`config.mk`:
```
export PLATFORM = sky130hd
export DESIGN_NAME = ssoc_ctrl
export DESIGN_NICKNAME = d
export VERILOG_FILES = /design/src/hw/rtl/sorted_store_occurrence_count_defines.svh /design/src/hw/rtl/ssoc_pkg.sv /design/src/hw/rtl/ssoc_ctrl.sv
export SDC_FILE = /design/constraint.sdc
export NUM_CORES = 1
export LEC_CHECK = 0
export BUFFER_PORTS_ARGS = -buffer_cell sky130_fd_sc_hd__buf_2
export CORE_AREA = 3 3 40 42
export CTS_CLUSTER_DIAMETER = 200
export DETAILED_ROUTE_END_ITERATION = 12
export DIE_AREA = 0 0 43 45
export PLACE_DENSITY_LB_ADDON = 0.1
export SYNTH_ARGS = -nofsm -noshare
export SYNTH_HDL_FRONTEND = slang
export SYNTH_SLANG_ARGS = --single-unit
```
`constraint.sdc`:
```
create_clock -name i_clk -period 4.11 [get_ports i_clk]
set_input_delay 0 -clock i_clk [delete_from_list [all_inputs] [get_ports i_clk]]
set_output_delay 0 -clock i_clk [all_outputs]
set_load 0.02 [all_outputs]
```
`src/hw/rtl/sorted_store_occurrence_count_defines.svh`:
```
// Assertion macros for the sorted store occurrence counter.
`ifndef SORTED_STORE_OCCURRENCE_COUNT_DEFINES_SVH
`define SORTED_STORE_OCCURRENCE_COUNT_DEFINES_SVH

// Check that cons holds in the same cycle as ante.
`define SSOC_ASSERT_NOW(lbl, ante, cons, msg) \
    lbl: assert property (@(posedge i_clk) disable iff (!i_rst_n) \
        (ante) |-> (cons)) else $error(msg);

// Check that cons holds in the cycle after ante.
`define SSOC_ASSERT_NEXT(lbl, ante, cons, msg) \
    lbl: assert property (@(posedge i_clk) disable iff (!i_rst_n) \
        (ante) |=> (cons)) else $error(msg);

`endif

```
`src/hw/rtl/ssoc_pkg.sv`:
```
// Shared constants, codes and controller/datapath interface types.
package ssoc_pkg;

    localparam int STORE_DEPTH = 1024;
    localparam int ADDR_W      = $clog2(STORE_DEPTH);
    localparam int CNT_W       = $clog2(STORE_DEPTH + 1);
    localparam int VAL_W       = 32;
    localparam int OCC_W       = 11;
    localparam int POS_W       = 10;

    typedef enum logic [1:0] {
        OP_CLEAR  = 2'd0,
        OP_APPEND = 2'd1,
        OP_QUERY  = 2'd2
    } t_op;

    typedef struct packed {
        logic do_clear;
        logic do_append;
        logic load_query;
        logic probe;
        logic compare;
        logic start_last;
        logic load_out;
    } t_cmd;

    typedef struct packed {
        logic range_open;
        logic hit;
        logic phase_last;
        logic out_free;
    } t_sts;

endpackage

```
`src/hw/rtl/ssoc_ctrl.sv`:
```
// Controller state machine: sequences the two binary searches of a query.
module ssoc_ctrl (
    input  logic          i_clk,
    input  logic          i_rst_n,
    input  logic          i_in_valid,
    input  logic [1:0]    i_operation,
    output logic          o_in_stall,
    input  ssoc_pkg::t_sts i_sts,
    output ssoc_pkg::t_cmd o_cmd
);
    import ssoc_pkg::*;

    typedef enum logic [3:0] {
        S_IDLE = 4'b0001,
        S_TEST = 4'b0010,
        S_CMP  = 4'b0100,
        S_FIN  = 4'b1000
    } t_state;

    t_state r_state;
    t_state n_state;
    logic   w_accept;

    assign o_in_stall = (r_state != S_IDLE);
    assign w_accept   = i_in_valid && (r_state == S_IDLE);

    always_comb begin
        n_state = r_state;
        o_cmd   = '0;
        unique case (r_state)
            S_IDLE: begin
                if (w_accept) begin
                    unique case (i_operation)
                        OP_CLEAR:  o_cmd.do_clear = 1'b1;
                        OP_APPEND: o_cmd.do_append = 1'b1;
                        OP_QUERY: begin
                            o_cmd.load_query = 1'b1;
                            n_state          = S_TEST;
                        end
                        default: ;
                    endcase
                end
            end
            S_TEST: begin
                // open range: read the midpoint; closed range: search is done
                if (i_sts.range_open) begin
                    o_cmd.probe = 1'b1;
                    n_state     = S_CMP;
                end else if (i_sts.hit && !i_sts.phase_last) begin
                    o_cmd.start_last = 1'b1;
                end else begin
                    n_state = S_FIN;
                end
            end
            S_CMP: begin
                o_cmd.compare = 1'b1;
                n_state       = S_TEST;
            end
            S_FIN: begin
                if (i_sts.out_free) begin
                    o_cmd.load_out = 1'b1;
                    n_state        = S_IDLE;
                end
            end
            default: n_state = S_IDLE;
        endcase
    end

    always_ff @(posedge i_clk) begin
        if (!i_rst_n) begin
            r_state <= S_IDLE;
        end else begin
            r_state <= n_state;
        end
    end
endmodule

```
==> results.txt <==
Outcome: finished, final reports clean
Ant. Diodes: 0
Post-placement cell area: 392.9 um^2
GP Congestion: 0.6956
Vias in the first global route: 300
Final hold slack: 0.06053 ns
Starting DRT DRC Count: 0
Synth Instances: 34
Clock tree sinks: 4
Power per cell area: 258.2 nW/um^2
Port Buffers: 16
Clock latency on the worst-skew pair: 0.23 ns
Biggest regs: r_state x4
Post-synth EDFFs: 0
Row count: 13
Pre-CTS setup slack: 2.617 ns
Seq pwr share: 38.3%
RSZ-0062 raised after global routing: no
Yosys top cell area share: 25.60%
Initial antenna violation count: 0
Resize count post-CTS: 0
Vias: 323
Net Sw Power: 27.41 uW
H-tree depth: 1
P&R area growth vs syn: 36.00%
Remaining Overflow, GRT: 0
Tcrit/Tclk final: 40.96%
Fillers: 143
Worst-Margin Slew: 0.4402 ns
Die Ht: 45 um
Power consumption: 109.9 uW
Pre-antenna DRT Iters: 1
Critical path arrival: 1.68 ns
Final setup fails: 0
HP Class: in2reg
Die footprint: 1935 um^2
Placed wire-length estimate: 616.1 um
Cell area after layout: 425.4 um^2
Slew headroom: 70.24%
Clk buf depth: 2
Core area: 1285 um^2
Internal power: 82.45 uW
Pin count of the biggest net entering global routing: 9
Top_reg_cell synth: dfxtp_1
CP Max Fanout: 7
Post-synth cell types: 22
CP Data Required Time: 4.11 ns
Worst setup SP type: register
Sw Share: 24.95%
Share of layout cells above drive strength 1: 42.31%
Final WL: 725 um
Final layout net count: 63
Worst-path clk slew: 0.04 ns
Commonest cells post-synth: 4 x dfxtp_1, 4 x nor4b_1, 3 x nor2b_1
Top cell type by total area after synthesis: dfxtp_1
Synthesis-stage register bit count: 4
Max Freq: 0.5940 GHz
Register with the most flip-flops: r_state
Wire length per cell: 10.82 um
Final hold viol count: 0
Worst setup EP type: primary output
Initial Util: 24.34%
Vias per inst: 4.821
Cts bufs inserted: 3
Clk_skew: 0.0009337 ns
CTS root buffer: clkbuf_4
Post-route setup TNS: 0 ns
First-pass GRT wire length: 1.297 mm
Synthesized net count: 43
CTS tree: done
Setup CP Type: reg2out
Post-route DRC: 0
Cell Area, Synth: 312.8 um^2
Clock power frac: 43.5%
Total GRT Usage: 9.061%
Peak VDD IR: 0.0001826 V
Max cap viols: 0
Combinational power share: 18.2%
Leak: 0.2144 nW
Synth area leaders: dfxtp_1 26%, nor4b_1 11%, nor2b_1 6.0%
Share of async-settable or async-resettable flops after synthesis: 0%
Max reg flops: 4
I/O Pins: 17
Yosys warning count: 0
Avg Cell Area, Syn: 9.200 um^2
Period minus WS final: 1.683 ns
Seq/Total Area, Yosys: 25.60%
Pins Over Slew Limit: 0
Final setup margin: 2.427 ns
Post-DRT Antenna Nets: 0
Die extent in x: 43 um
==> power groups by stage <==
stage          logic, mW  registers [mW]  clock network [mW]
5_1_grt           0.0222          0.0426              0.0546
2_1_floorplan     0.0109          0.0423                   0
3_3_place_gp      0.0191          0.0428                   0
4_1_cts           0.0205          0.0421              0.0515
3_5_place_dp      0.0196          0.0427                   0
6_report          0.0200          0.0421              0.0478
==> final cells by class <==
| class | count | area [um^2] | area share, % |
|---|---|---|---|
| multi-input cells | 26 | 206.4 | 48.53 |
| repair buffers | 17 | 90.09 | 21.18 |
| flip-flops and latches | 4 | 80.08 | 18.82 |
| clock buffers | 3 | 22.52 | 5.294 |
| well taps | 15 | 18.77 | 4.412 |
| inverters | 2 | 7.507 | 1.765 |
==> critical path, cell delays in order (launching register included) <==
cell	delay, ns
dfxtp_1	0.42
nor4b_1	0.42
inv_1	0.14
nor4b_1	0.27
buf_2	0.21
==> per-stage QoR <==
step | util (%) | cells
after floorplan | - | 34
after global placement | 30.57 | 63
after detailed placement | 30.57 | 63
after CTS | 33.11 | 67
after global routing | 33.11 | 67
final | 33.11 | 67
==> per-layer routing <==
metal	global-route usage [%]	vias to the layer above	part of all wire (%)
met3	6.375	0	12
met4	3.614	0	0
met1	10.07	144	44
met2	13.47	15	44
met5	0	-	0
li1	-	164	-
==> what timing repair did <==
action | in CTS | in global routing
hold endpoints to repair | 1 | 0
setup buffers | 0 | 0
hold buffers | 1 | 0
==> layout by cell type (no fill, tap or decap), drive strengths merged, types with 2 or more instances in the layout <==
cell	n
buf	16
nor4b	4
dfxtp	4
nor2b	3
clkbuf	3
nor3b	3
and2	2
inv	2
nor2	2
or4b	2
==> cell families (layout without fill, tap and decap cells) <==
group,after synthesis,in the layout,share of synthesized area (%)
DFF,4,4,25.60
xor gates and xnor gates,1,1,2.801
buffers and inverters,4,22,8.402
and+or+nand+nor,20,20,48.80
AOI/OAI and AO/OA,5,5,14.40
==> worst paths after layout <==
kind	startpoint	end	slack, ns	cells past startpoint
max reg2reg	r_state[1]	r_state[1]	2.73	3
max	r_state[0]	o_cmd[6]	2.43	4
min reg2reg	r_state[1]	r_state[0]	0.70	3
min	i_sts[3]	r_state[2]	0.06	2
(Power assumes the default switching activity.)
